$ cat src/design/aecc_pkg.sv
`default_nettype none
// ----------------------------------------------------------------------------
// Cursor controller package
// Shared constants, codes and handshake types of the escape cursor controller.
// ----------------------------------------------------------------------------
package aecc_pkg;

	localparam int MAX_ARGUMENTS_DEF = 8;
	localparam int MAX_SAVED_DEF     = 8;

	localparam int CFG_IDX_W  = 2;
	localparam int CFG_DATA_W = 8;

	localparam logic [CFG_IDX_W-1:0] REG_COLUMNS = 2'd0;
	localparam logic [CFG_IDX_W-1:0] REG_ROWS    = 2'd1;
	localparam logic [CFG_IDX_W-1:0] REG_CONSOLE = 2'd2;

	localparam logic [7:0] COLUMNS_RST = 8'd80;
	localparam logic [7:0] ROWS_RST    = 8'd25;

	localparam logic [7:0] CH_TAB      = 8'h09;
	localparam logic [7:0] CH_BS       = 8'h08;
	localparam logic [7:0] CH_LF       = 8'h0A;
	localparam logic [7:0] CH_FF       = 8'h0C;
	localparam logic [7:0] CH_CR       = 8'h0D;
	localparam logic [7:0] CH_ESC      = 8'h1B;
	localparam logic [7:0] CH_SPACE    = 8'h20;
	localparam logic [7:0] CH_ZERO     = 8'h30;
	localparam logic [7:0] CH_NINE     = 8'h39;
	localparam logic [7:0] CH_SEMI     = 8'h3B;
	localparam logic [7:0] CH_LBRACKET = 8'h5B;
	localparam logic [7:0] CH_UP       = 8'h41;
	localparam logic [7:0] CH_DOWN     = 8'h42;
	localparam logic [7:0] CH_RIGHT    = 8'h43;
	localparam logic [7:0] CH_LEFT     = 8'h44;
	localparam logic [7:0] CH_NEXTLN   = 8'h45;
	localparam logic [7:0] CH_PREVLN   = 8'h46;
	localparam logic [7:0] CH_COLABS   = 8'h47;
	localparam logic [7:0] CH_HOME     = 8'h48;
	localparam logic [7:0] CH_HOME_F   = 8'h66;
	localparam logic [7:0] CH_SAVE     = 8'h73;
	localparam logic [7:0] CH_RESTORE  = 8'h75;
	localparam logic [7:0] CH_ERASE_LN = 8'h4B;
	localparam logic [7:0] CH_ERASE_SC = 8'h4A;
	localparam logic [7:0] CH_ATTR     = 8'h6D;

	localparam logic [2:0] CMD_PUT_CHAR     = 3'd0;
	localparam logic [2:0] CMD_CLEAR_LINE   = 3'd1;
	localparam logic [2:0] CMD_CLEAR_SCREEN = 3'd2;
	localparam logic [2:0] CMD_SET_ATTR     = 3'd3;
	localparam logic [2:0] CMD_SCROLL_UP    = 3'd4;
	localparam logic [2:0] CMD_MOVE_CURSOR  = 3'd5;

	typedef enum logic [1:0] {
		PH_TEXT,
		PH_ESC,
		PH_ARGS
	} phase_t;

	typedef enum logic [2:0] {
		ST_IDLE,
		ST_EXEC,
		ST_ATTR,
		ST_WRAP,
		ST_MOVE
	} state_t;

	typedef struct packed {
		logic load;
		logic exec;
		logic attr;
		logic wrap;
		logic move;
	} aecc_cmd_t;

	typedef struct packed {
		logic high_byte;
		logic attr_seq;
		logic attr_last;
		logic console;
		logic busy;
	} aecc_sts_t;

endpackage
`default_nettype wire

$ cat src/design/aecc_if.sv
`default_nettype none
// ----------------------------------------------------------------------------
// Cursor controller channels
// Valid/ready channels for text bytes in and display commands out.
// ----------------------------------------------------------------------------
interface aecc_text_if;
	logic       valid;
	logic       ready;
	logic [7:0] text_byte;

	modport source (output valid, output text_byte, input ready);
	modport sink (input valid, input text_byte, output ready);
endinterface

interface aecc_result_if;
	logic        valid;
	logic        ready;
	logic [2:0]  command;
	logic [15:0] command_value;
	logic [7:0]  cursor_row;
	logic [7:0]  cursor_column;
	logic        last_command;

	modport source (output valid, output command, output command_value, output cursor_row,
		output cursor_column, output last_command, input ready);
	modport sink (input valid, input command, input command_value, input cursor_row,
		input cursor_column, input last_command, output ready);
endinterface
`default_nettype wire

$ cat src/design/ansi_escape_cursor_controller.sv
`default_nettype none
// ----------------------------------------------------------------------------
// ANSI escape cursor controller
// Parses a text byte stream with ESC [ sequences and issues display commands.
// ----------------------------------------------------------------------------
// Usage:
//   text   : one ASCII byte per transfer (valid/ready). Bytes 0x80 and up are
//            dropped with no result.
//   result : display commands, each tagged with the cursor position; the
//            last command a byte causes carries last_command.
//   wr_en/wr_index/wr_data : screen_columns (0), screen_rows (1),
//            console_active (2); write only while no byte is in flight.
// Steps: one byte at a time. A byte steps through take, execute and wrap,
//   plus a move step when console_active is set, plus one set attribute
//   step per command of an m sequence (one per argument, at least one). A
//   high byte steps through take and execute only. The sequencer issues at
//   most one command per cycle, unless the result path is full, through a
//   pending stage and an output register.
// Reset: cursor at 0,0, text state, 80x25 screen, console_active set.
// Stall: a waiting result holds in the output register; once the pending
//   stage also fills, the sequencer holds; a byte is still taken when idle.
// ----------------------------------------------------------------------------
module ansi_escape_cursor_controller #(
	parameter int MAX_ARGUMENTS = aecc_pkg::MAX_ARGUMENTS_DEF,
	parameter int MAX_SAVED     = aecc_pkg::MAX_SAVED_DEF
) (
	input  logic                            clk,
	input  logic                            arst_n,
	input  logic                            wr_en,
	input  logic [aecc_pkg::CFG_IDX_W-1:0]  wr_index,
	input  logic [aecc_pkg::CFG_DATA_W-1:0] wr_data,
	aecc_text_if.sink                       text,
	aecc_result_if.source                   result
);
	import aecc_pkg::*;

	aecc_cmd_t cmd;
	aecc_sts_t sts;

	aecc_ctl u_ctl (
		.clk      (clk),
		.arst_n   (arst_n),
		.in_valid (text.valid),
		.in_ready (text.ready),
		.sts      (sts),
		.cmd      (cmd)
	);

	aecc_dp #(
		.MAX_ARGUMENTS (MAX_ARGUMENTS),
		.MAX_SAVED     (MAX_SAVED)
	) u_dp (
		.clk           (clk),
		.arst_n        (arst_n),
		.wr_en         (wr_en),
		.wr_index      (wr_index),
		.wr_data       (wr_data),
		.text_byte     (text.text_byte),
		.cmd           (cmd),
		.sts           (sts),
		.out_ready     (result.ready),
		.out_valid     (result.valid),
		.command       (result.command),
		.command_value (result.command_value),
		.cursor_row    (result.cursor_row),
		.cursor_column (result.cursor_column),
		.last_command  (result.last_command)
	);

endmodule
`default_nettype wire

$ cat src/design/aecc_ctl.sv
`default_nettype none
// ----------------------------------------------------------------------------
// Cursor controller sequencer
// Steps each accepted byte through execute and, as needed, attribute, wrap and move phases.
// ----------------------------------------------------------------------------
module aecc_ctl (
	input  logic                clk,
	input  logic                arst_n,
	input  logic                in_valid,
	output logic                in_ready,
	input  aecc_pkg::aecc_sts_t sts,
	output aecc_pkg::aecc_cmd_t cmd
);
	import aecc_pkg::*;

	state_t state_q;
	state_t state_n;

	always_ff @(posedge clk or negedge arst_n) begin
		if (!arst_n) begin
			state_q <= ST_IDLE;
		end else begin
			state_q <= state_n;
		end
	end

	always_comb begin
		state_n  = state_q;
		cmd      = '0;
		in_ready = 1'b0;
		case (state_q)
			ST_IDLE: begin
				in_ready = 1'b1;
				if (in_valid) begin
					cmd.load = 1'b1;
					state_n  = ST_EXEC;
				end
			end
			ST_EXEC: begin
				if (!sts.busy) begin
					cmd.exec = 1'b1;
					if (sts.high_byte) begin
						state_n = ST_IDLE;
					end else if (sts.attr_seq) begin
						state_n = ST_ATTR;
					end else begin
						state_n = ST_WRAP;
					end
				end
			end
			ST_ATTR: begin
				if (!sts.busy) begin
					cmd.attr = 1'b1;
					if (sts.attr_last) begin
						state_n = ST_WRAP;
					end
				end
			end
			ST_WRAP: begin
				if (!sts.busy) begin
					cmd.wrap = 1'b1;
					state_n  = sts.console ? ST_MOVE : ST_IDLE;
				end
			end
			ST_MOVE: begin
				if (!sts.busy) begin
					cmd.move = 1'b1;
					state_n  = ST_IDLE;
				end
			end
			default: begin
				state_n = ST_IDLE;
			end
		endcase
	end

	a_accept_exec: assert property (@(posedge clk) disable iff (!arst_n)
		in_valid && in_ready |=> state_q == ST_EXEC)
		else $error("accepted byte did not enter execute");

	a_move_console: assert property (@(posedge clk) disable iff (!arst_n)
		state_q == ST_MOVE |-> sts.console)
		else $error("move step without console_active");

	a_no_step_busy: assert property (@(posedge clk) disable iff (!arst_n)
		sts.busy |-> !(cmd.exec || cmd.attr || cmd.wrap || cmd.move))
		else $error("step issued while result path is full");

endmodule
`default_nettype wire

$ cat src/design/aecc_dp.sv
`default_nettype none
// ----------------------------------------------------------------------------
// Cursor controller datapath
// Configuration, escape state, cursor, save stack and result registers.
// ----------------------------------------------------------------------------
module aecc_dp #(
	parameter int MAX_ARGUMENTS = aecc_pkg::MAX_ARGUMENTS_DEF,
	parameter int MAX_SAVED     = aecc_pkg::MAX_SAVED_DEF
) (
	input  logic                             clk,
	input  logic                             arst_n,
	input  logic                             wr_en,
	input  logic [aecc_pkg::CFG_IDX_W-1:0]   wr_index,
	input  logic [aecc_pkg::CFG_DATA_W-1:0]  wr_data,
	input  logic [7:0]                       text_byte,
	input  aecc_pkg::aecc_cmd_t              cmd,
	output aecc_pkg::aecc_sts_t              sts,
	input  logic                             out_ready,
	output logic                             out_valid,
	output logic [2:0]                       command,
	output logic [15:0]                      command_value,
	output logic [7:0]                       cursor_row,
	output logic [7:0]                       cursor_column,
	output logic                             last_command
);
	import aecc_pkg::*;

	localparam int AW = $clog2(MAX_ARGUMENTS);
	localparam int SW = $clog2(MAX_SAVED);

	logic [7:0]    cols_q;
	logic [7:0]    rows_q;
	logic          console_q;
	logic [7:0]    byte_q;
	phase_t        phase_q;
	phase_t        phase_n;
	logic [AW-1:0] cnt_q;
	logic [AW-1:0] cnt_n;
	logic [15:0]   args_q [MAX_ARGUMENTS];
	logic [7:0]    row_q;
	logic [7:0]    row_n;
	logic [7:0]    col_q;
	logic [7:0]    col_n;
	logic [15:0]   stack_q [MAX_SAVED];
	logic [SW-1:0] saved_q;
	logic [SW-1:0] saved_n;
	logic [AW-1:0] attr_q;
	logic [AW-1:0] attr_n;

	logic          pend_v_q;
	logic          pend_last_q;
	logic [2:0]    pend_cmd_q;
	logic [15:0]   pend_val_q;
	logic [7:0]    pend_row_q;
	logic [7:0]    pend_col_q;
	logic          out_v_q;
	logic          out_last_q;
	logic [2:0]    out_cmd_q;
	logic [15:0]   out_val_q;
	logic [7:0]    out_row_q;
	logic [7:0]    out_col_q;

	logic          arg_clr;
	logic          arg_we;
	logic          stk_we;
	logic          mark_last;
	logic          emit_now;
	logic          emit_last;
	logic [2:0]    emit_cmd;
	logic [15:0]   emit_val;
	logic [7:0]    emit_row;
	logic [7:0]    emit_col;
	logic          out_free;
	logic          busy;
	logic          push;

	logic          is_digit;
	logic [AW-1:0] dig_idx;
	logic [AW-1:0] rd_idx;
	logic [15:0]   arg_rd;
	logic [15:0]   arg_mac;
	logic [15:0]   n_cnt;
	logic [15:0]   n_dec0;
	logic [15:0]   n_dec1;
	logic [7:0]    up_row;
	logic [7:0]    lf_col;
	logic [16:0]   dn_sum;
	logic [16:0]   rt_sum;
	logic          dn_ok;
	logic          rt_ok;
	logic          g_ok;
	logic [7:0]    lim_r;
	logic [7:0]    lim_c;
	logic [7:0]    h_row;
	logic [7:0]    h_col;
	logic [8:0]    tab_t;
	logic          tab_wrap;
	logic [15:0]   stk_rd;
	logic          col_ovf;
	logic [7:0]    row_w;
	logic [7:0]    col_w;
	logic          scroll;

	assign out_free = !out_v_q || out_ready;
	assign busy     = pend_v_q && !out_free;
	assign push     = pend_v_q && out_free && (pend_last_q || emit_now);

	assign is_digit = (byte_q >= CH_ZERO) && (byte_q <= CH_NINE);
	assign dig_idx  = (cnt_q == '0) ? '0 : cnt_q - AW'(1);
	assign rd_idx   = cmd.attr ? attr_q : dig_idx;
	assign arg_rd   = args_q[rd_idx];
	assign arg_mac  = 16'({arg_rd, 3'b000} + {2'b00, arg_rd, 1'b0} + {15'd0, byte_q[3:0]});

	assign n_cnt  = (args_q[0] == 16'd0) ? 16'd1 : args_q[0];
	assign n_dec0 = (args_q[0] == 16'd0) ? 16'd0 : args_q[0] - 16'd1;
	assign n_dec1 = (args_q[1] == 16'd0) ? 16'd0 : args_q[1] - 16'd1;
	assign up_row = ({8'd0, row_q} >= n_cnt) ? row_q - n_cnt[7:0] : 8'd0;
	assign lf_col = ({8'd0, col_q} >= n_cnt) ? col_q - n_cnt[7:0] : 8'd0;
	assign dn_sum = {9'd0, row_q} + {1'b0, n_cnt};
	assign rt_sum = {9'd0, col_q} + {1'b0, n_cnt};
	assign dn_ok  = dn_sum < {9'd0, rows_q};
	assign rt_ok  = rt_sum < {9'd0, cols_q};
	assign g_ok   = n_dec0 < {8'd0, cols_q};
	assign lim_r  = (rows_q == 8'd0) ? 8'd0 : rows_q - 8'd1;
	assign lim_c  = (cols_q == 8'd0) ? 8'd0 : cols_q - 8'd1;
	assign h_row  = (n_dec0 > {8'd0, lim_r}) ? lim_r : n_dec0[7:0];
	assign h_col  = (n_dec1 > {8'd0, lim_c}) ? lim_c : n_dec1[7:0];

	assign tab_t    = ({1'b0, col_q} + 9'd8) & 9'h1F8;
	assign tab_wrap = tab_t >= {1'b0, cols_q};
	assign stk_rd   = stack_q[saved_q - SW'(1)];

	assign col_ovf = col_q >= cols_q;
	assign row_w   = col_ovf ? row_q + 8'd1 : row_q;
	assign col_w   = col_ovf ? 8'd0 : col_q;
	assign scroll  = row_w >= rows_q;

	assign sts.high_byte = byte_q[7];
	assign sts.attr_seq  = (phase_q == PH_ARGS) && (byte_q == CH_ATTR);
	assign sts.attr_last = ((AW+1)'(attr_q) + (AW+1)'(1)) >= (AW+1)'(cnt_q);
	assign sts.console   = console_q;
	assign sts.busy      = busy;

	always_comb begin
		phase_n   = phase_q;
		cnt_n     = cnt_q;
		row_n     = row_q;
		col_n     = col_q;
		saved_n   = saved_q;
		attr_n    = attr_q;
		arg_clr   = 1'b0;
		arg_we    = 1'b0;
		stk_we    = 1'b0;
		mark_last = 1'b0;
		emit_now  = 1'b0;
		emit_last = 1'b0;
		emit_cmd  = CMD_MOVE_CURSOR;
		emit_val  = 16'd0;
		emit_row  = row_q;
		emit_col  = col_q;
		if (cmd.exec && !byte_q[7]) begin
			attr_n = '0;
			case (phase_q)
				PH_TEXT: begin
					if (byte_q == CH_ESC) begin
						arg_clr = 1'b1;
						cnt_n   = '0;
						phase_n = PH_ESC;
					end else if (byte_q == CH_TAB) begin
						if (tab_wrap) begin
							col_n = 8'd0;
							row_n = row_q + 8'd1;
						end else begin
							col_n = tab_t[7:0];
						end
					end else if (byte_q == CH_BS) begin
						if (col_q != 8'd0) begin
							col_n = col_q - 8'd1;
						end
					end else if (byte_q == CH_CR) begin
						col_n = 8'd0;
					end else if (byte_q == CH_LF || byte_q == CH_FF) begin
						col_n = 8'd0;
						row_n = row_q + 8'd1;
					end else if (byte_q >= CH_SPACE) begin
						emit_now = 1'b1;
						emit_cmd = CMD_PUT_CHAR;
						emit_val = {8'd0, byte_q};
						col_n    = col_q + 8'd1;
						if (col_q == 8'hFF) begin
							row_n = row_q + 8'd1;
						end
					end
				end
				PH_ESC: begin
					phase_n = (byte_q == CH_LBRACKET) ? PH_ARGS : PH_TEXT;
				end
				PH_ARGS: begin
					if (byte_q == CH_SEMI && cnt_q != AW'(MAX_ARGUMENTS - 1)) begin
						cnt_n = cnt_q + AW'(1);
					end else if (is_digit) begin
						arg_we = 1'b1;
						if (cnt_q == '0) begin
							cnt_n = AW'(1);
						end
					end else begin
						phase_n = PH_TEXT;
						case (byte_q)
							CH_UP: begin
								row_n = up_row;
							end
							CH_DOWN: begin
								if (dn_ok) begin
									row_n = dn_sum[7:0];
								end
							end
							CH_RIGHT: begin
								if (rt_ok) begin
									col_n = rt_sum[7:0];
								end
							end
							CH_LEFT: begin
								col_n = lf_col;
							end
							CH_NEXTLN: begin
								col_n = 8'd0;
								if (dn_ok) begin
									row_n = dn_sum[7:0];
								end
							end
							CH_PREVLN: begin
								col_n = 8'd0;
								row_n = up_row;
							end
							CH_COLABS: begin
								if (g_ok) begin
									col_n = n_dec0[7:0];
								end
							end
							CH_HOME, CH_HOME_F: begin
								row_n = h_row;
								col_n = h_col;
							end
							CH_SAVE: begin
								if (saved_q != SW'(MAX_SAVED - 1)) begin
									stk_we  = 1'b1;
									saved_n = saved_q + SW'(1);
								end
							end
							CH_RESTORE: begin
								if (saved_q != '0) begin
									saved_n = saved_q - SW'(1);
									row_n   = stk_rd[15:8];
									col_n   = stk_rd[7:0];
								end
							end
							CH_ERASE_LN: begin
								emit_now = 1'b1;
								emit_cmd = CMD_CLEAR_LINE;
								emit_val = args_q[0];
							end
							CH_ERASE_SC: begin
								emit_now = 1'b1;
								emit_cmd = CMD_CLEAR_SCREEN;
								emit_val = args_q[0];
							end
							default: begin
							end
						endcase
					end
				end
				default: begin
					phase_n = PH_TEXT;
				end
			endcase
		end else if (cmd.attr) begin
			emit_now = 1'b1;
			emit_cmd = CMD_SET_ATTR;
			emit_val = arg_rd;
			attr_n   = attr_q + AW'(1);
		end else if (cmd.wrap) begin
			col_n = col_w;
			if (scroll) begin
				emit_now  = 1'b1;
				emit_cmd  = CMD_SCROLL_UP;
				emit_val  = 16'd1;
				emit_row  = row_w;
				emit_col  = col_w;
				emit_last = !console_q;
				row_n     = row_w - 8'd1;
			end else begin
				row_n     = row_w;
				mark_last = !console_q;
			end
		end else if (cmd.move) begin
			emit_now  = 1'b1;
			emit_cmd  = CMD_MOVE_CURSOR;
			emit_last = 1'b1;
		end
	end

	always_ff @(posedge clk or negedge arst_n) begin
		if (!arst_n) begin
			cols_q      <= COLUMNS_RST;
			rows_q      <= ROWS_RST;
			console_q   <= 1'b1;
			phase_q     <= PH_TEXT;
			cnt_q       <= '0;
			row_q       <= 8'd0;
			col_q       <= 8'd0;
			saved_q     <= '0;
			attr_q      <= '0;
			pend_v_q    <= 1'b0;
			pend_last_q <= 1'b0;
			out_v_q     <= 1'b0;
			for (int i = 0; i < MAX_ARGUMENTS; i++) begin
				args_q[i] <= 16'd0;
			end
		end else begin
			if (wr_en) begin
				case (wr_index)
					REG_COLUMNS: cols_q <= wr_data;
					REG_ROWS: rows_q <= wr_data;
					REG_CONSOLE: console_q <= wr_data[0];
					default: begin
					end
				endcase
			end
			phase_q <= phase_n;
			cnt_q   <= cnt_n;
			row_q   <= row_n;
			col_q   <= col_n;
			saved_q <= saved_n;
			attr_q  <= attr_n;
			if (arg_clr) begin
				for (int i = 0; i < MAX_ARGUMENTS; i++) begin
					args_q[i] <= 16'd0;
				end
			end else if (arg_we) begin
				args_q[dig_idx] <= arg_mac;
			end
			if (emit_now) begin
				pend_v_q    <= 1'b1;
				pend_last_q <= emit_last;
			end else if (push) begin
				pend_v_q <= 1'b0;
			end else if (mark_last && pend_v_q) begin
				pend_last_q <= 1'b1;
			end
			if (push) begin
				out_v_q <= 1'b1;
			end else if (out_ready) begin
				out_v_q <= 1'b0;
			end
		end
	end

	always_ff @(posedge clk) begin
		if (cmd.load) begin
			byte_q <= text_byte;
		end
		if (stk_we) begin
			stack_q[saved_q] <= {row_q, col_q};
		end
		if (emit_now) begin
			pend_cmd_q <= emit_cmd;
			pend_val_q <= emit_val;
			pend_row_q <= emit_row;
			pend_col_q <= emit_col;
		end
		if (push) begin
			out_cmd_q  <= pend_cmd_q;
			out_val_q  <= pend_val_q;
			out_row_q  <= pend_row_q;
			out_col_q  <= pend_col_q;
			out_last_q <= pend_last_q;
		end
	end

	assign out_valid     = out_v_q;
	assign command       = out_cmd_q;
	assign command_value = out_val_q;
	assign cursor_row    = out_row_q;
	assign cursor_column = out_col_q;
	assign last_command  = out_last_q;

	a_emit_room: assert property (@(posedge clk) disable iff (!arst_n)
		emit_now |-> !busy)
		else $error("result issued with no room in pending stage");

	a_load_clean: assert property (@(posedge clk) disable iff (!arst_n)
		cmd.load |-> !pend_v_q || pend_last_q)
		else $error("byte taken while previous results unfinished");

	a_saved_bound: assert property (@(posedge clk) disable iff (!arst_n)
		32'(saved_q) <= MAX_SAVED - 1)
		else $error("save stack count out of range");

endmodule
`default_nettype wire

$ cat src/flat_wrapper.sv
// flat-port wrapper written by rule: the top's interface ports become plain ports
module ansi_escape_cursor_controller_flat import aecc_pkg::*;
#(
	parameter int MAX_ARGUMENTS = aecc_pkg::MAX_ARGUMENTS_DEF,
	parameter int MAX_SAVED     = aecc_pkg::MAX_SAVED_DEF
)
  (clk, arst_n, wr_en, wr_index, wr_data, text_valid, text_text_byte, text_ready, result_valid, result_command, result_command_value, result_cursor_row, result_cursor_column, result_last_command, result_ready);
  aecc_text_if text_i ();
  aecc_result_if result_i ();
  input  logic clk;
  input  logic arst_n;
  input  logic wr_en;
  input  logic [aecc_pkg::CFG_IDX_W-1:0] wr_index;
  input  logic [aecc_pkg::CFG_DATA_W-1:0] wr_data;
  input wire logic [$bits(text_i.valid)-1:0] text_valid;
  input wire logic [$bits(text_i.text_byte)-1:0] text_text_byte;
  output wire logic [$bits(text_i.ready)-1:0] text_ready;
  output wire logic [$bits(result_i.valid)-1:0] result_valid;
  output wire logic [$bits(result_i.command)-1:0] result_command;
  output wire logic [$bits(result_i.command_value)-1:0] result_command_value;
  output wire logic [$bits(result_i.cursor_row)-1:0] result_cursor_row;
  output wire logic [$bits(result_i.cursor_column)-1:0] result_cursor_column;
  output wire logic [$bits(result_i.last_command)-1:0] result_last_command;
  input wire logic [$bits(result_i.ready)-1:0] result_ready;
  assign text_i.valid = text_valid;
  assign text_i.text_byte = text_text_byte;
  assign text_ready = text_i.ready;
  assign result_valid = result_i.valid;
  assign result_command = result_i.command;
  assign result_command_value = result_i.command_value;
  assign result_cursor_row = result_i.cursor_row;
  assign result_cursor_column = result_i.cursor_column;
  assign result_last_command = result_i.last_command;
  assign result_i.ready = result_ready;
  ansi_escape_cursor_controller #(.MAX_ARGUMENTS(MAX_ARGUMENTS), .MAX_SAVED(MAX_SAVED)) u_core (.clk(clk), .arst_n(arst_n), .wr_en(wr_en), .wr_index(wr_index), .wr_data(wr_data), .text(text_i), .result(result_i));
endmodule
$ cat config.mk
export PLATFORM = sky130hd
export DESIGN_NAME = ansi_escape_cursor_controller_flat
export DESIGN_NICKNAME = d
export VERILOG_FILES = /design/src/design/aecc_pkg.sv /design/src/design/aecc_if.sv /design/src/design/ansi_escape_cursor_controller.sv /design/src/design/aecc_ctl.sv /design/src/design/aecc_dp.sv /design/src/flat_wrapper.sv
export SDC_FILE = /design/constraint.sdc
export NUM_CORES = 1
export LEC_CHECK = 0
export ABC_AREA = 1
export BUFFER_PORTS_ARGS = -buffer_cell sky130_fd_sc_hd__buf_2
export CORE_MARGIN = 8
export CORE_UTILIZATION = 58
export CTS_CLUSTER_DIAMETER = 50
export DETAILED_ROUTE_END_ITERATION = 6
export PLACE_DENSITY = 0.84
export SYNTH_ARGS = -nofsm -noshare
export SYNTH_HDL_FRONTEND = slang
export SYNTH_SLANG_ARGS = --single-unit
export TNS_END_PERCENT = 5
$ cat constraint.sdc
create_clock -name clk -period 5.8 [get_ports clk]
set_input_delay 0.58 -clock clk [delete_from_list [all_inputs] [get_ports clk]]
set_output_delay 0.58 -clock clk [all_outputs]
set_load 0.005 [all_outputs]
==> results of run 1 <==
## critical path, stage by stage, from the launching register on
cell	delay, ns
dfrtp_1	0.47
inv_1	0.07
ha_1	0.24
ha_1	0.23
nor2_2	0.24
inv_1	0.17
nand2_1	0.13
nand2_2	0.28
o21ai_0	0.27
o22ai_1	0.09
o21ai_1	0.39
fa_1	0.55
fa_1	0.48
o21ai_0	0.46
a21oi_1	0.15
or2_2	0.32
nand2_1	0.06
a21oi_1	0.08
xor2_2	0.35
o22ai_1	0.14
## worst max-delay path by stage
stage	startpoint	slack (ns)	end	cells past startpoint
after detailed placement	u_core.u_dp.cnt_q[0]	0.46	u_core.u_dp.args_q[60]	19
after global routing	u_core.u_dp.cnt_q[0]	0.05	u_core.u_dp.args_q[12]	21
after CTS	u_core.u_dp.cnt_q[0]	0.41	u_core.u_dp.args_q[12]	19
after floorplan	u_core.u_dp.col_q[3]	0.30	u_core.u_dp.command[0]	22
after global placement	u_core.u_dp.args_q[112]	0.47	u_core.u_dp.row_q[1]	31
final	u_core.u_dp.cnt_q[0]	0.46	u_core.u_dp.args_q[12]	19
## per-layer routing
| metal | GRT usage | routed length, um | vias to the layer above |
|---|---|---|---|
| li1 | - | - | 9925 |
| met1 | 0.413 | 30400 | 10300 |
| met5 | 0 | 0 | - |
| met3 | 0.0647 | 7640 | 272 |
| met4 | 0.164 | 4350 | 0 |
| met2 | 0.530 | 36600 | 1248 |
## placed cells by master, fill, tap and decap left out, drive strengths merged, types with 3 or more instances in the layout
| cell type | netlist | layout |
|---|---|---|
| nand2 | 595 | 595 |
| nor2 | 367 | 367 |
| inv | 336 | 344 |
| o21ai | 325 | 325 |
| edfxtp | 207 | 207 |
| nand3 | 188 | 188 |
| dfrtp | 172 | 172 |
| ha | 143 | 143 |
| o22ai | 119 | 119 |
| buf | 45 | 100 |
| a21oi | 95 | 95 |
| clkbuf | 58 | 58 |
| xor2 | 54 | 54 |
| nor3 | 44 | 44 |
| nand4 | 37 | 37 |
| or2 | 13 | 13 |
| o211ai | 13 | 13 |
| clkinv | 1 | 12 |
| xnor2 | 10 | 10 |
| o21bai | 9 | 9 |
| a22o | 6 | 6 |
| fa | 6 | 6 |
| dfstp | 6 | 6 |
| nor4 | 6 | 6 |
| a21o | 5 | 5 |
| nand3b | 5 | 5 |
| o21a | 4 | 4 |
| o221ai | 4 | 4 |
| a21boi | 4 | 4 |
| bufinv | 0 | 4 |
| a31oi | 3 | 3 |
| a32o | 3 | 3 |
## through the flow
stage | cells | instance area (sq um) | power, mW
floorplan | 2904 | 23900 | 8.42
global placement | 3433 | 24800 | 11.0
detailed placement | 3433 | 24800 | 11.1
CTS | 3516 | 26400 | 14.1
global route | 3516 | 26400 | 15.1
finish | 3516 | 26400 | 14.2
## synth_stat cells (34+ instances only)
| cell | number | area share |
|---|---|---|
| nor3_1 | 39 | 0.0082 |
| nand4_1 | 37 | 0.0097 |
| o21ai_0 | 277 | 0.058 |
| inv_2 | 34 | 0.0053 |
| nor2_1 | 345 | 0.054 |
| o21ai_1 | 45 | 0.0094 |
| ha_1 | 143 | 0.075 |
| edfxtp_1 | 207 | 0.26 |
| clkbuf_1 | 57 | 0.0089 |
| a21oi_1 | 89 | 0.019 |
| xor2_1 | 54 | 0.020 |
| nand3_1 | 165 | 0.035 |
| inv_1 | 302 | 0.047 |
| o22ai_1 | 119 | 0.031 |
| buf_2 | 35 | 0.0073 |
| dfrtp_1 | 172 | 0.18 |
| nand2_1 | 574 | 0.090 |
## state kept, by name, summed over array words and instances, names as in the netlist, 8 cells and up
signal	count
u_core.u_dp.pend_col_q	8
u_core.u_dp.pend_val_q	16
u_core.u_dp.cursor_column	8
u_core.u_dp.row_q	8
u_core.u_dp.pend_row_q	8
u_core.u_dp.stack_q	128
u_core.u_dp.col_q	8
u_core.u_dp.rows_q	8
u_core.u_dp.cols_q	8
u_core.u_dp.args_q	128
u_core.u_dp.command_value	16
u_core.u_dp.byte_q	8
u_core.u_dp.cursor_row	8
## power groups by stage
stage | Clock [mW] | Sequential (mW) | Combinational (mW)
CTS | 2.94 | 3.84 | 7.28
finish | 2.92 | 3.85 | 7.45
floorplan | 0 | 3.86 | 4.56
detailed placement | 0 | 3.89 | 7.24
global route | 3.05 | 3.88 | 8.13
global placement | 0 | 3.87 | 7.13
## logic make-up after synthesis
| group | Yosys count | share of synthesized area |
|---|---|---|
| and+or+nand+nor | 1256 | 0.232 |
| adders and majority gates | 149 | 0.0798 |
| buffers and inverters | 440 | 0.0736 |
| muxes | 2 | 0.000836 |
| xor gates and xnor gates | 64 | 0.0234 |
| DFF | 385 | 0.446 |
| AOI/OAI and AO/OA | 608 | 0.144 |
## timing repair
item                       in CTS  in global routing
hold endpoints to repair       50                  0
resized for setup               0                  2
hold buffers                    1                  0
setup endpoints to repair       0                 16
## final cells by class
class	count	area, sq um	area share
multi-input cells	2079	11600	0.440
flip-flops and latches	385	10700	0.405
inverters	337	1280	0.0484
clock buffers	58	1210	0.0460
well taps	532	666	0.0252
repair buffers	101	617	0.0234
clock inverters	24	322	0.0122
==> flow_summary.ini, run 1 <==
[setup_path]
crit_type = flip-flop to flip-flop
crit_arrival_ns = 5.79
reg2reg_slack_ns = 0.46
reg2reg_from = u_core.u_dp.cnt_q[0]
cp-start-kind = flip-flop
cp.required_ns = 6.26
reg2reg_depth = 19
cp_max_fo = 22
cp-end-kind = flip-flop
reg2reg_to = u_core.u_dp.args_q[12]

[power]
intPower_mw = 7.53
pwr-share-clk = 0.205
swShare = 0.471
combPwrFrac = 0.524
leakagePower_nw = 11.8
peakVddDrop_mv = 0.627
power.density_nw_per_um2 = 539
netSwitchingPower_mw = 6.70
pwr-share-seq = 0.271

[cts]
cts.sinks = 385
insertion_delay_ns = 0.61
clockBufferDepth = 3
cts_setup_buffers = 0
cts-root-buf = clkbuf_16
cts_tree = built
cts_buffers = 45
h-tree-depth = 2
path_clk_slew_ns = 0.06

[job]
maxCapViolCount = 0

[yosys]
synthCells = 2904
async_reset_ff_frac = 0.462
syn_avg_cell_area_sq_um = 8.24
yosysSeqAreaShare = 0.446
synth-main-ff-cell = edfxtp_1
synth_edf_count = 207
synth-warning-count = 0
syn_area_sq_um = 23900
yosysUniqueCellTypes = 68
postSynthRegisterBits = 385
syn_nets = 3076

[timing]
holdWs_ns = 0.141
setup_tns_ns = 0
worstMarginPinSlew_ns = 1.29
skew_ns = 0.0373
rsz0062_at_grt = no
hold_viol_final = 0
worst_slack_ns = 0.463
finalCriticalPeriod_ns = 5.34
max_freq_ghz = 0.187
finalCritPeriodShare = 0.920
drv_slew = 0
finalSetupViolCount = 0
maxSlewHeadroom = 0.136

[final_layout]
fill_cells = 3380
area_growth_pct = 10.3
diodes = 0
fin_nets = 3121
drive_above_1_share = 0.109
fin_util = 0.646

[die]
die_area_sq_um = 48000
die_h_um = 219
start_util = 0.586
dieWidth_um = 219
pin_count = 61
rows = 74
core_area_sq_um = 40800

[placement]
place_hpwl_um = 57900
dp_slack_ns = 0.463
port_buffers = 60
place.gp.congestion = 1.04

[routing]
drtPass1Iterations = 7
drc_errors = 1
routed_wl_um = 79000
wl_per_cell_um = 22.5
drt_iter0_markers = 2806
vias = 21700
postRouteAntennaNets = 0
avgViaCountPerCell = 6.18

[hold_path]
hold_end = u_core.u_dp.byte_q[0]
min-delay-start = text_text_byte[0]
min_path_type = input port to flip-flop
holdPathStages = 1

[outcome]
violations = DRC
status = finished, violations left

[global_route]
antenna_found_initial = 0
overflow = 0
grt.total_usage = 0.326
grt_max_degree = 68
grt_pass1_vias = 20900
grt_pass1_wl_um = 121000
(Power assumes the default switching activity.)
==> run 2: changes to the inputs <==
Settings changed: ABC_AREA 1 to not set, CORE_MARGIN 8 to 2, CORE_UTILIZATION 58 to 57, PLACE_DENSITY 0.84 to 0.83, RECOVER_POWER set to 25.
==> run 2 against run 1 <==
Compared with the run above: the flow finishes with violations (capacitance limit, slew limit); clock skew shrank 0.011 ns; sequential power rose by 1%; final area shrank 2.4%; sequential share of layout area increased by 0.98 points; largest cell class unchanged.
==> flow_summary.ini, run 2 <==
[global_route]
grt_pass1_vias = 18700
grt_pass1_wl_um = 114000
antenna_found_initial = 3
grt_max_degree = 86
overflow = 0
grt.total_usage = 0.358

[timing]
drv_slew = 86
finalCriticalPeriod_ns = 5.55
finalCritPeriodShare = 0.957
maxSlewHeadroom = -2.08
finalSetupViolCount = 0
worst_slack_ns = 0.247
holdWs_ns = 0.180
skew_ns = 0.0261
setup_tns_ns = 0
hold_viol_final = 0
max_freq_ghz = 0.180
worstMarginPinSlew_ns = 4.62

[power]
peakVddDrop_mv = 0.230
power.density_nw_per_um2 = 401
leakagePower_nw = 10.4

[final_layout]
top_regs = u_core.u_dp.args_q (128), u_core.u_dp.stack_q (128)
drive_above_1_share = 0.138
mostFrequentLayoutCells = nand2_1, nand3_1, o21ai_0, edfxtp_1, dfrtp_1
area_growth_pct = 11.2
final_common_cell = nand2_1
final_cell_area_sq_um = 25800
fin_nets = 2556

[routing]
routed_wl_um = 75200
avgViaCountPerCell = 6.76
drtPass1Iterations = 6
postRouteAntennaNets = 0
vias = 19900
wl_per_cell_um = 25.5
drc_errors = 0
drt_iter0_markers = 2646

[cts]
cts_tree = built
cts-root-buf = clkbuf_16
cts.sinks = 385
clockBufferDepth = 3
path_clk_slew_ns = 0.06
insertion_delay_ns = 0.58
h-tree-depth = 2
postCtsHoldBufs = 0
cts_buffers = 44

[yosys]
async_reset_ff_frac = 0.462
postSynthRegisterBits = 385
synth_most_common_cell = nand2_1
synth_edf_count = 207
syn_nets = 2497
synthCells = 2325
synth-main-ff-cell = edfxtp_1
synth_top_area_cell = edfxtp_1
synth-warning-count = 0
yosysSeqAreaShare = 0.461
synthAdderAreaFrac = 0.0824
syn_area_sq_um = 23200
syn_avg_cell_area_sq_um = 9.96
synthMuxAreaShare = 0.0557
synth_common_cells = nand2_1, nand3_1, o21ai_0
synth_compound_area_frac = 0.147
yosys.area.top_type_share = 0.268
yosys.area_share.simple = 0.175
synth_top_family_by_area = simple AND/OR/NAND/NOR gates
yosysUniqueCellTypes = 93
synth-xor-area-share = 0.0361
ys_top_cells_by_area = edfxtp_1, dfrtp_1, ha_1

[outcome]
status = finished, violations left
violations = capacitance limit, slew limit

[setup_path]
cp.required_ns = 6.22
crit_arrival_ns = 5.98
crit_type = flip-flop to flip-flop
cp-end-kind = flip-flop
cp-start-kind = flip-flop
cp_max_fo = 14

[die]
die_h_um = 206
rows = 73
die_area_sq_um = 42300
pin_count = 61
dieWidth_um = 206
core_area_sq_um = 39900
start_util = 0.580

[job]
maxCapViolCount = 1

[placement]
place_hpwl_um = 54200
port_buffers = 60
dpl_cell_area_sq_um = 24300
dp_slack_ns = 0.0521
place.gp.congestion = 1.03

[hold_path]
min_path_type = input port to flip-flop
run 2: kinds of logic after synthesis:
kind of cell / count (synthesis)
flops: 385
buf+inv: 254
fa+ha+maj: 149
simple gates: 832
compound gates: 529
mux: 83
xor+xnor: 93
run 2: path summary, 6_finish.rpt:
path | slack (ns) | from | cells past startpoint | endpoint
max | 0.25 | u_core.u_dp.cnt_q[0] | 22 | u_core.u_dp.args_q[95]
min | 0.18 | text_text_byte[6] | 1 | u_core.u_dp.byte_q[6]
max reg2reg | 0.25 | u_core.u_dp.cnt_q[0] | 22 | u_core.u_dp.args_q[95]
min reg2reg | 0.42 | u_core.u_dp.pend_val_q[11] | 0 | u_core.u_dp.command_value[11]
max in group asynchronous | 1.55 | arst_n | 2 | u_core.u_dp.col_q[5]
min in group asynchronous | 1.65 | arst_n | 1 | u_core.u_dp.args_q[24]
run 2: repair_timing:
item / 4_1_cts / 5_1_grt
pin swaps: 0 / 3
buffers inserted: 0 / 2
gates resized for setup: 1 / 14
setup endpoints to repair: 1 / 50
run 2: per-layer routing:
metal | vias up | wire length, um | global-route usage
li1 | 8676 | - | -
met1 | 9691 | 30400 | 0.515
met2 | 1283 | 31700 | 0.518
met3 | 244 | 9330 | 0.0865
met4 | 2 | 3690 | 0.150
met5 | - | 13 | 0
run 2: layout make-up:
type / instances / area [sq um]
diodes: 2 / 5.00
well taps: 525 / 657
repair buffers: 161 / 1030
clock buffers: 56 / 1180
clock inverters: 23 / 185
multi-input cells: 1686 / 11600
fillers: 3067 / 14200
inverters: 106 / 398
flip-flops and latches: 385 / 10700
run 2: where the power goes:
group	leakage [nW]	switching, mW	internal [mW]
Sequential	4.29	0.391	3.50
Combinational	5.45	2.50	1.31
Clock	0.668	1.14	1.50
run 2: critical path, cell delays in order, from the launching register on:
cell	delay, ns
dfrtp_1	0.45
inv_1	0.08
ha_1	0.27
ha_1	0.27
nor2_1	0.26
mux2_4	0.33
buf_4	0.23
nand2_1	0.07
nand3_1	0.07
nand2_1	0.05
o21ai_0	0.55
ha_1	0.35
ha_1	0.34
nand2_1	0.08
o21ai_0	0.12
or4_1	0.44
a31oi_1	0.25
o21ai_0	0.15
a2111oi_0	0.43
nor3_1	0.15
xor2_2	0.17
buf_4	0.18
o21ai_1	0.07
run 2: metrics by stage:
| step | power (mW) | instances | util |
|---|---|---|---|
| finish | 10.3 | 2944 | 0.645 |
| global route | 10.8 | 2942 | 0.645 |
| CTS | 10.2 | 2940 | 0.644 |
| detailed placement | 7.54 | 2861 | 0.610 |
| global placement | 7.41 | 2861 | 0.610 |
| floorplan | 6.09 | 2325 | - |
